**src/endl_pkg.sv**
```systemverilog
// Package for the ELF note descriptor locator.
// Holds the walk phase codes, register indexes, result type and the name tag table.
// No dependencies.
package endl_pkg;

    localparam logic [1:0] PH_HEADER = 2'd0;
    localparam logic [1:0] PH_NAME   = 2'd1;
    localparam logic [1:0] PH_BODY   = 2'd2;

    localparam logic REG_BIG_ENDIAN = 1'b0;
    localparam logic REG_WIDE_CLASS = 1'b1;

    localparam logic STATUS_FOUND = 1'b0;
    localparam logic STATUS_NONE  = 1'b1;

    // Index of the terminating NUL of each name, and the header length less one.
    localparam logic [3:0] PLAIN_LAST  = 4'd10;
    localparam logic [3:0] XEN_LAST    = 4'd14;
    localparam logic [3:0] HEADER_LAST = 4'd11;

    typedef struct packed {
        logic        status;
        logic [31:0] desc_offset;
        logic [31:0] desc_size;
        logic        xen_seen;
    } result_t;

    // Bytes of the Xen note name and its NUL. The plain name shares the first ten.
    function automatic logic [7:0] tag_xen_byte(input logic [3:0] i);
        logic [7:0] c;
        case (i)
            4'd0:    c = 8'h56;
            4'd1:    c = 8'h4D;
            4'd2:    c = 8'h43;
            4'd3:    c = 8'h4F;
            4'd4:    c = 8'h52;
            4'd5:    c = 8'h45;
            4'd6:    c = 8'h49;
            4'd7:    c = 8'h4E;
            4'd8:    c = 8'h46;
            4'd9:    c = 8'h4F;
            4'd10:   c = 8'h5F;
            4'd11:   c = 8'h58;
            4'd12:   c = 8'h45;
            4'd13:   c = 8'h4E;
            default: c = 8'h00;
        endcase
        return c;
    endfunction

    function automatic logic [7:0] tag_plain_byte(input logic [3:0] i);
        logic [7:0] c;
        if (i == PLAIN_LAST)
        begin
            c = 8'h00;
        end
        else
        begin
            c = tag_xen_byte(i);
        end
        return c;
    endfunction

    // Round up to a multiple of four, wrapping in 32 bits.
    function automatic logic [31:0] pad4(input logic [31:0] v);
        logic [31:0] s;
        s = v + 32'd3;
        return {s[31:2], 2'b00};
    endfunction

endpackage

```
**src/endl_in_if.sv**
```systemverilog
// Input channel of the ELF note descriptor locator: one segment byte per transfer.
// No dependencies.
interface endl_in_if;
    logic       valid;
    logic       ready;
    logic [7:0] data_byte;
    logic       last_byte;

    modport source (output valid, output data_byte, output last_byte, input ready);
    modport sink   (input valid, input data_byte, input last_byte, output ready);
endinterface

```
**src/endl_out_if.sv**
```systemverilog
// Result channel of the ELF note descriptor locator: one answer per segment.
// No dependencies.
interface endl_out_if;
    logic        valid;
    logic        ready;
    logic        status;
    logic [31:0] desc_offset;
    logic [31:0] desc_size;
    logic        xen_seen;

    modport source (output valid, output status, output desc_offset, output desc_size,
                    output xen_seen, input ready);
    modport sink   (input valid, input status, input desc_offset, input desc_size,
                    input xen_seen, output ready);
endinterface

```
**src/endl_walker.sv**
```systemverilog
// Note walk state and per-byte next-state logic of the ELF note descriptor locator.
// Depends on endl_pkg.
module endl_walker
    import endl_pkg::*;
#(
    parameter int POSITION_BITS = 32
)
(
    input  logic       clk,
    input  logic       rst_n,
    input  logic       step,
    input  logic [7:0] data_byte,
    input  logic       last_byte,
    input  logic       big_endian,
    output logic       emit,
    output result_t    result
);

    logic [POSITION_BITS-1:0] pos_reg, pos_next;
    logic [1:0]  phase_reg, phase_next;
    logic [31:0] header_word_reg, header_word_next;
    logic [31:0] name_length_reg, name_length_next;
    logic [31:0] body_length_reg, body_length_next;
    logic [31:0] skip_reg, skip_next;
    logic [3:0]  index_reg, index_next;
    logic        plain_live_reg, plain_live_next;
    logic        xen_live_reg, xen_live_next;
    logic [31:0] found_offset_reg, found_offset_next;
    logic [31:0] found_size_reg, found_size_next;
    logic        xen_flag_reg, xen_flag_next;
    logic        done_reg, done_next;

    logic [31:0] skip_dec;
    logic [31:0] word_acc;
    logic [31:0] pad_name;
    logic [31:0] pad_body;
    logic [31:0] desc_here;
    logic        plain_hit;
    logic        xen_hit;

    assign skip_dec  = skip_reg - 32'd1;
    assign pad_name  = pad4(name_length_reg);
    assign pad_body  = pad4(body_length_reg);
    // Descriptor starts after the rest of the padded name field.
    assign desc_here = 32'(pos_reg + POSITION_BITS'(skip_dec) + POSITION_BITS'(1));
    assign plain_hit = plain_live_reg && (index_reg <= PLAIN_LAST)
                       && (data_byte == tag_plain_byte(index_reg));
    assign xen_hit   = xen_live_reg && (index_reg <= XEN_LAST)
                       && (data_byte == tag_xen_byte(index_reg));

    always_comb
    begin
        if (big_endian)
        begin
            word_acc = {header_word_reg[23:0], data_byte};
        end
        else
        begin
            word_acc = header_word_reg | (32'(data_byte) << {index_reg[1:0], 3'b000});
        end
    end

    always_comb
    begin
        pos_next          = pos_reg + POSITION_BITS'(1);
        phase_next        = phase_reg;
        header_word_next  = header_word_reg;
        name_length_next  = name_length_reg;
        body_length_next  = body_length_reg;
        skip_next         = skip_reg;
        index_next        = index_reg;
        plain_live_next   = plain_live_reg;
        xen_live_next     = xen_live_reg;
        found_offset_next = found_offset_reg;
        found_size_next   = found_size_reg;
        xen_flag_next     = xen_flag_reg;
        done_next         = done_reg;
        emit              = 1'b0;
        result            = '{status: STATUS_NONE, desc_offset: 32'd0, desc_size: 32'd0,
                              xen_seen: 1'b0};

        if (!done_reg)
        begin
            case (phase_reg)
                PH_NAME:
                begin
                    skip_next       = skip_dec;
                    plain_live_next = plain_hit;
                    xen_live_next   = xen_hit;
                    if (index_reg < 4'd15)
                    begin
                        index_next = index_reg + 4'd1;
                    end
                    if (index_reg == PLAIN_LAST && plain_hit)
                    begin
                        emit            = 1'b1;
                        result          = '{status: STATUS_FOUND, desc_offset: desc_here,
                                            desc_size: body_length_reg,
                                            xen_seen: xen_flag_reg};
                        done_next       = 1'b1;
                        plain_live_next = 1'b0;
                        xen_live_next   = 1'b0;
                    end
                    else if (index_reg == XEN_LAST && xen_hit)
                    begin
                        found_offset_next = desc_here;
                        found_size_next   = body_length_reg;
                        xen_flag_next     = 1'b1;
                        xen_live_next     = 1'b0;
                    end
                    if (!done_next && skip_dec == 32'd0)
                    begin
                        plain_live_next  = 1'b0;
                        xen_live_next    = 1'b0;
                        index_next       = 4'd0;
                        header_word_next = 32'd0;
                        skip_next        = pad_body;
                        phase_next       = (pad_body != 32'd0) ? PH_BODY : PH_HEADER;
                    end
                end
                PH_BODY:
                begin
                    skip_next = skip_dec;
                    if (skip_dec == 32'd0)
                    begin
                        phase_next       = PH_HEADER;
                        index_next       = 4'd0;
                        header_word_next = 32'd0;
                    end
                end
                default:
                begin
                    phase_next       = PH_HEADER;
                    header_word_next = word_acc;
                    if (index_reg[1:0] == 2'd3)
                    begin
                        if (index_reg == 4'd3)
                        begin
                            name_length_next = word_acc;
                        end
                        else if (index_reg == 4'd7)
                        begin
                            body_length_next = word_acc;
                        end
                        header_word_next = 32'd0;
                    end
                    if (index_reg >= HEADER_LAST)
                    begin
                        index_next = 4'd0;
                        if (pad_name != 32'd0)
                        begin
                            skip_next       = pad_name;
                            phase_next      = PH_NAME;
                            plain_live_next = 1'b1;
                            xen_live_next   = 1'b1;
                        end
                        else
                        begin
                            // Empty name: straight on to the descriptor.
                            plain_live_next  = 1'b0;
                            xen_live_next    = 1'b0;
                            header_word_next = 32'd0;
                            skip_next        = pad_body;
                            phase_next       = (pad_body != 32'd0) ? PH_BODY : PH_HEADER;
                        end
                    end
                    else
                    begin
                        index_next = index_reg + 4'd1;
                    end
                end
            endcase
        end

        if (last_byte)
        begin
            if (!emit && !done_reg)
            begin
                emit = 1'b1;
                if (xen_flag_next)
                begin
                    result = '{status: STATUS_FOUND, desc_offset: found_offset_next,
                               desc_size: found_size_next, xen_seen: 1'b1};
                end
            end
            pos_next          = '0;
            phase_next        = PH_HEADER;
            header_word_next  = 32'd0;
            name_length_next  = 32'd0;
            body_length_next  = 32'd0;
            skip_next         = 32'd0;
            index_next        = 4'd0;
            plain_live_next   = 1'b0;
            xen_live_next     = 1'b0;
            found_offset_next = 32'd0;
            found_size_next   = 32'd0;
            xen_flag_next     = 1'b0;
            done_next         = 1'b0;
        end
    end

    always_ff @(posedge clk or negedge rst_n)
    begin
        if (!rst_n)
        begin
            pos_reg          <= '0;
            phase_reg        <= PH_HEADER;
            header_word_reg  <= 32'd0;
            name_length_reg  <= 32'd0;
            body_length_reg  <= 32'd0;
            skip_reg         <= 32'd0;
            index_reg        <= 4'd0;
            plain_live_reg   <= 1'b0;
            xen_live_reg     <= 1'b0;
            found_offset_reg <= 32'd0;
            found_size_reg   <= 32'd0;
            xen_flag_reg     <= 1'b0;
            done_reg         <= 1'b0;
        end
        else if (step)
        begin
            pos_reg          <= pos_next;
            phase_reg        <= phase_next;
            header_word_reg  <= header_word_next;
            name_length_reg  <= name_length_next;
            body_length_reg  <= body_length_next;
            skip_reg         <= skip_next;
            index_reg        <= index_next;
            plain_live_reg   <= plain_live_next;
            xen_live_reg     <= xen_live_next;
            found_offset_reg <= found_offset_next;
            found_size_reg   <= found_size_next;
            xen_flag_reg     <= xen_flag_next;
            done_reg         <= done_next;
        end
    end

endmodule

```
**src/elf_note_descriptor_locator.sv**
```systemverilog
// Path: each byte waits in the input register; an answer is written to the result register.
// Throughput: one byte per cycle, set by the single walk step between the input
// register and the result register; an untaken result holds the walk and stalls the input.
// Reset: asynchronous, active low; clears the walk, both stages and the registers
// (big_endian 0, wide_class 1). No clearing pass is needed.
module elf_note_descriptor_locator
    import endl_pkg::*;
#(
    parameter int POSITION_BITS = 32
)
(
    input  logic        clk,
    input  logic        rst_n,
    input  logic        cfg_we,
    input  logic        cfg_index,
    input  logic        cfg_data,
    endl_in_if.sink     in_ch,
    endl_out_if.source  out_ch
);

    logic       big_endian_reg;
    logic       wide_class_reg;
    logic       in_valid_reg;
    logic [7:0] in_byte_reg;
    logic       in_last_reg;
    logic       out_valid_reg, out_valid_next;
    result_t    out_data_reg;
    logic       step;
    logic       emit;
    result_t    result;

    // A held byte advances the walk whenever the result register can take an answer.
    assign step         = in_valid_reg && (!out_valid_reg || out_ch.ready);
    assign in_ch.ready  = !in_valid_reg || step;

    always_ff @(posedge clk or negedge rst_n)
    begin
        if (!rst_n)
        begin
            big_endian_reg <= 1'b0;
            wide_class_reg <= 1'b1;
        end
        else if (cfg_we)
        begin
            if (cfg_index == REG_BIG_ENDIAN)
            begin
                big_endian_reg <= cfg_data;
            end
            else
            begin
                wide_class_reg <= cfg_data;
            end
        end
    end

    always_ff @(posedge clk or negedge rst_n)
    begin
        if (!rst_n)
        begin
            in_valid_reg <= 1'b0;
        end
        else if (in_ch.ready)
        begin
            in_valid_reg <= in_ch.valid;
        end
    end

    always_ff @(posedge clk)
    begin
        if (in_ch.ready && in_ch.valid)
        begin
            in_byte_reg <= in_ch.data_byte;
            in_last_reg <= in_ch.last_byte;
        end
    end

    endl_walker #(
        .POSITION_BITS (POSITION_BITS)
    ) u_walker (
        .clk        (clk),
        .rst_n      (rst_n),
        .step       (step),
        .data_byte  (in_byte_reg),
        .last_byte  (in_last_reg),
        .big_endian (big_endian_reg),
        .emit       (emit),
        .result     (result)
    );

    always_comb
    begin
        if (step && emit)
        begin
            out_valid_next = 1'b1;
        end
        else if (out_ch.ready)
        begin
            out_valid_next = 1'b0;
        end
        else
        begin
            out_valid_next = out_valid_reg;
        end
    end

    always_ff @(posedge clk or negedge rst_n)
    begin
        if (!rst_n)
        begin
            out_valid_reg <= 1'b0;
        end
        else
        begin
            out_valid_reg <= out_valid_next;
        end
    end

    always_ff @(posedge clk)
    begin
        if (step && emit)
        begin
            out_data_reg <= result;
        end
    end

    assign out_ch.valid       = out_valid_reg;
    assign out_ch.status      = out_data_reg.status;
    assign out_ch.desc_offset = out_data_reg.desc_offset;
    assign out_ch.desc_size   = out_data_reg.desc_size;
    assign out_ch.xen_seen    = out_data_reg.xen_seen;

    // The input side only stalls while a byte is held behind an untaken result.
    assert property (@(posedge clk) disable iff (!rst_n)
        !in_ch.ready |-> (in_valid_reg && out_valid_reg && !out_ch.ready))
        else $error("input stalled without a blocked result");

    // A not-found answer carries no descriptor and no Xen mark.
    assert property (@(posedge clk) disable iff (!rst_n)
        (out_valid_reg && out_data_reg.status == STATUS_NONE) |->
        (out_data_reg.desc_offset == 32'd0 && out_data_reg.desc_size == 32'd0
         && !out_data_reg.xen_seen))
        else $error("not-found answer with descriptor fields set");

    // An untaken result is never overwritten by a new answer.
    assert property (@(posedge clk) disable iff (!rst_n)
        (out_valid_reg && !out_ch.ready) |-> !step)
        else $error("walk advanced over a pending result");

    // The class register changes only on a write to its own index.
    assert property (@(posedge clk) disable iff (!rst_n)
        !(cfg_we && cfg_index == REG_WIDE_CLASS) |=> $stable(wide_class_reg))
        else $error("class register changed without a write");

endmodule
```
**src/flat_wrapper.sv**
```systemverilog
// flat-port wrapper written by rule: the top's interface ports become plain ports
module elf_note_descriptor_locator_flat import endl_pkg::*;
#(
    parameter int POSITION_BITS = 32
)
  (clk, rst_n, cfg_we, cfg_index, cfg_data, in_ch_valid, in_ch_data_byte, in_ch_last_byte, in_ch_ready, out_ch_valid, out_ch_status, out_ch_desc_offset, out_ch_desc_size, out_ch_xen_seen, out_ch_ready);
  endl_in_if in_ch_i ();
  endl_out_if out_ch_i ();
  input  logic clk;
  input  logic rst_n;
  input  logic cfg_we;
  input  logic cfg_index;
  input  logic cfg_data;
  input wire logic [$bits(in_ch_i.valid)-1:0] in_ch_valid;
  input wire logic [$bits(in_ch_i.data_byte)-1:0] in_ch_data_byte;
  input wire logic [$bits(in_ch_i.last_byte)-1:0] in_ch_last_byte;
  output wire logic [$bits(in_ch_i.ready)-1:0] in_ch_ready;
  output wire logic [$bits(out_ch_i.valid)-1:0] out_ch_valid;
  output wire logic [$bits(out_ch_i.status)-1:0] out_ch_status;
  output wire logic [$bits(out_ch_i.desc_offset)-1:0] out_ch_desc_offset;
  output wire logic [$bits(out_ch_i.desc_size)-1:0] out_ch_desc_size;
  output wire logic [$bits(out_ch_i.xen_seen)-1:0] out_ch_xen_seen;
  input wire logic [$bits(out_ch_i.ready)-1:0] out_ch_ready;
  assign in_ch_i.valid = in_ch_valid;
  assign in_ch_i.data_byte = in_ch_data_byte;
  assign in_ch_i.last_byte = in_ch_last_byte;
  assign in_ch_ready = in_ch_i.ready;
  assign out_ch_valid = out_ch_i.valid;
  assign out_ch_status = out_ch_i.status;
  assign out_ch_desc_offset = out_ch_i.desc_offset;
  assign out_ch_desc_size = out_ch_i.desc_size;
  assign out_ch_xen_seen = out_ch_i.xen_seen;
  assign out_ch_i.ready = out_ch_ready;
  elf_note_descriptor_locator #(.POSITION_BITS(POSITION_BITS)) u_core (.clk(clk), .rst_n(rst_n), .cfg_we(cfg_we), .cfg_index(cfg_index), .cfg_data(cfg_data), .in_ch(in_ch_i), .out_ch(out_ch_i));
endmodule
```
**config.mk**
```make
export PLATFORM = sky130hd
export DESIGN_NAME = elf_note_descriptor_locator_flat
export DESIGN_NICKNAME = d
export VERILOG_FILES = /design/src/endl_pkg.sv /design/src/endl_in_if.sv /design/src/endl_out_if.sv /design/src/endl_walker.sv /design/src/elf_note_descriptor_locator.sv /design/src/flat_wrapper.sv
export SDC_FILE = /design/constraint.sdc
export NUM_CORES = 1
export LEC_CHECK = 0
export BUFFER_PORTS_ARGS = -buffer_cell sky130_fd_sc_hd__buf_2
export CELL_PAD_IN_SITES_DETAIL_PLACEMENT = 1
export CELL_PAD_IN_SITES_GLOBAL_PLACEMENT = 1
export CORE_MARGIN = 2
export CORE_UTILIZATION = 35
export CTS_CLUSTER_DIAMETER = 200
export CTS_CLUSTER_SIZE = 25
export DETAILED_ROUTE_END_ITERATION = 10
export HOLD_SLACK_MARGIN = 0.12
export PLACE_DENSITY = 0.62
export SLEW_MARGIN = 20
export SYNTH_ARGS = -nofsm -noshare
export SYNTH_HDL_FRONTEND = slang
export SYNTH_HIERARCHICAL = 1
export SYNTH_SLANG_ARGS = --single-unit
```
**constraint.sdc**
```tcl
create_clock -name clk -period 7.19 [get_ports clk]
set_input_delay 1.0785 -clock clk [delete_from_list [all_inputs] [get_ports clk]]
set_output_delay 1.0785 -clock clk [all_outputs]
set_load 0.005 [all_outputs]
```
==> metrics.cfg <==
[status]
status=complete, no violations

[timing]
setup_viol=0
maxSlewViolCount=0
fin_ws_ns=2.05
relSlewSlack=0.272
hold-worst-slack_ns=0.501
worst_pin_slew_ns=1.09
fin_crit_ns=5.14
rsz0062_at_grt=no
fmax_mhz=195
fin_crit_sh=0.715
setup_tns_ns=0
fin_skew_ns=0.0383
hold_viol_final=0

[floorplan]
die_area_um2=55400
die_h_um=235
initial_core_util=0.355
die_w_um=235
placementRows=84
core_um2=52800
io_pins=84

[setup_path]
cp_data_required_time_ns=7.49
critPathLaunchType=register
path_cells=nor4_4 > nand4_1 > o31a_1 > or2_1 > ha_1 > nand2_1 > o21ai_0 > a21oi_1 > o21ai_0 > o21ai_0 > o311ai_0 > o211ai_1 > a21boi_0 > xnor2_1 > o21ai_0
critPathMaxFanout=11
cp_slowest_stage_delay_ns=0.53
critical_path_class=reg -> reg
slowest_stage=nand4_1
r2r-start=u_core/u_walker/skip_reg[7]$_DFFE_PN0P_
cp.arrival_ns=5.44
critPathCaptureType=register
cp_common_cell=o21ai_0
startpoint=u_core/u_walker/skip_reg[7]$_DFFE_PN0P_

[pwr]
peakVddDrop_mv=0.199
p_leak_nw=8.13
p_int_mw=3.48
seq_power_share=0.381
clkPwrFrac=0.169
pwr-share-comb=0.451
power.net_switching_mw=2.97
switching_share=0.460
powerDensity_nw_per_um2=319

[flow_run]
cap_viol_max_count=0

[cts]
htreeDepth=1
clock-sinks=312
post_cts_resized=0
cts_post_setup_buffers_inserted=0
cts_hold_buf=0
tritoncts=yes
cts-root-buf=clkbuf_16
cts_inserted_buffers=16
ctsLongestPathBuffers=3
worstSkewPairLatency_ns=0.57
path_clk_slew_ns=0.12

[yosys]
synth_cells=1936
yosys_warnings=6
ys_top_cells_by_area=dfrtp_1 32%, edfxtp_1 12%, nand2_1 3.9%
ys_seq_elements=312
yosysTopAreaCellShare=0.316
ys_async_sr_fraction=0.760
synthesis.nets=1999
synth_edf_count=75
netlist_area_um2=18700
synth_ff_type=dfrtp_1
yosys.area.top_type=dfrtp_1
ys_types=85
syn-mean-instance-area_um2=9.68
ys_seq_area_frac=0.437

[placement]
dp_hpwl_um=48400
dpl_cell_area_um2=19700
place_ws_ns=2.15
port-buffer-count=83
place.gp.congestion=0.888

[finish]
layout-drive-gt1-share=0.117
finalInstanceArea_um2=20200
final_common_cell=dfrtp_1
nNetsFinal=1984
syn2layout_area_growth_pct=7.79
layout_common_cells=237 x dfrtp_1, 194 x nand2_1, 106 x a21oi_1, 104 x nor2_1, 85 x o21ai_0
postLayoutCoreUtil=0.383

[global_route]
grt_usage=0.234
overflow=0
grt_pass1_wl_um=101000
antenna_found_initial=0
grt_max_degree=137
first_global_vias=15900

[detailed_routing]
vias=15600
route.detailed.drc=0
drtPass1Iterations=5
viasPerCell=5.96
drt-total-wl_um=65700
wl_per_cell_um=25.1
antenna_left=0
drt_iter0_drc=1016

[worst_hold_path]
hp-class=reg -> reg
hp-start=u_core/u_walker/header_word_reg[29]$_DFFE_PN0P_

==> kinds of logic after synthesis <==
logic type,synth area share
simple gates,0.171
compound gates,0.219
xor+xnor,0.0621
flops,0.437
mux,0.0418
buf+inv,0.0378
fa+ha+maj,0.0318
==> cell type report <==
| class | count | area (µm²) |
|---|---|---|
| Antenna cell | 1 | 2.50 |
| Clock buffer | 25 | 455 |
| Clock inverter | 1 | 16.3 |
| Fill cell | 5987 | 32600 |
| Inverter | 30 | 113 |
| Multi-Input combinational cell | 1452 | 9920 |
| Sequential cell | 312 | 8180 |
| Tap cell | 688 | 861 |
| Timing Repair Buffer | 109 | 653 |
==> stage by stage <==
| stage | cells | power (mW) |
|---|---|---|
| floorplan | 1936 | 4.30 |
| global placement | 2590 | 5.30 |
| detailed placement | 2590 | 5.36 |
| CTS | 2616 | 6.46 |
| global route | 2617 | 6.83 |
| finish | 2618 | 6.45 |
==> power by group through the flow <==
stage / registers [mW] / clock network, mW / logic (mW)
floorplan: 2.23 / 0 / 2.07
global placement: 2.47 / 0 / 2.83
detailed placement: 2.48 / 0 / 2.88
CTS: 2.45 / 1.13 / 2.89
global route: 2.49 / 1.19 / 3.15
finish: 2.45 / 1.09 / 2.91
==> worst paths after layout <==
kind | end | cells after the start | slack, ns
max | u_core/out_ch.desc_offset[28]$_DFFE_PP_ | 15 | 2.05
min | u_core/u_walker/header_word_reg[29]$_DFFE_PN0P_ | 2 | 0.50
max reg2reg | u_core/out_ch.desc_offset[28]$_DFFE_PP_ | 15 | 2.05
min reg2reg | u_core/u_walker/header_word_reg[29]$_DFFE_PN0P_ | 2 | 0.50
max in group asynchronous | u_core/u_walker/body_length_reg[15]$_DFFE_PN0P_ | 2 | 5.29
min in group asynchronous | u_core/u_walker/pos_reg[21]$_DFFE_PN0P_ | 1 | 0.51
==> Yosys cell counts, types with 8 or more instances <==
| cell type | instances |
|---|---|
| a211oi_1 | 26 |
| a21o_1 | 14 |
| a21oi_1 | 106 |
| a221o_1 | 16 |
| a22o_1 | 60 |
| a22oi_1 | 57 |
| a31oi_1 | 17 |
| a32o_1 | 10 |
| and3_1 | 24 |
| and4_1 | 8 |
| buf_1 | 11 |
| buf_2 | 14 |
| clkbuf_1 | 110 |
| dfrtp_1 | 237 |
| edfxtp_1 | 75 |
| ha_1 | 46 |
| inv_1 | 27 |
| mux2_2 | 52 |
| mux2i_1 | 16 |
| nand2_1 | 195 |
| nand2b_1 | 13 |
| nand3_1 | 59 |
| nand4_1 | 34 |
| nor2_1 | 108 |
| nor2b_1 | 40 |
| nor3_1 | 41 |
| nor4_1 | 16 |
| o211ai_1 | 17 |
| o21a_1 | 16 |
| o21ai_0 | 86 |
| o2bb2ai_1 | 56 |
| o31ai_1 | 18 |
| or3_1 | 35 |
| or4_1 | 9 |
| xnor2_1 | 72 |
| xor2_1 | 61 |
==> per-layer routing <==
layer  track usage  routed length (µm)  up-vias
met5             0                   0        -
met4        0.0826                2330        0
met3        0.0298                2870       89
met2         0.390               31200      335
met1         0.312               29300     7988
li1              -                   -     7189
==> critical path, delay by kind of cell, from the launching register on <==
family | cells | cell delay (ns)
and+or+nand+nor | 4 | 1.32
DFF | 1 | 0.51
AOI/OAI and AO/OA | 9 | 2.46
xor gates and xnor gates | 1 | 0.17
adders and majority gates | 1 | 0.41
No activity file was read; power rests on OpenSTA's default activity.
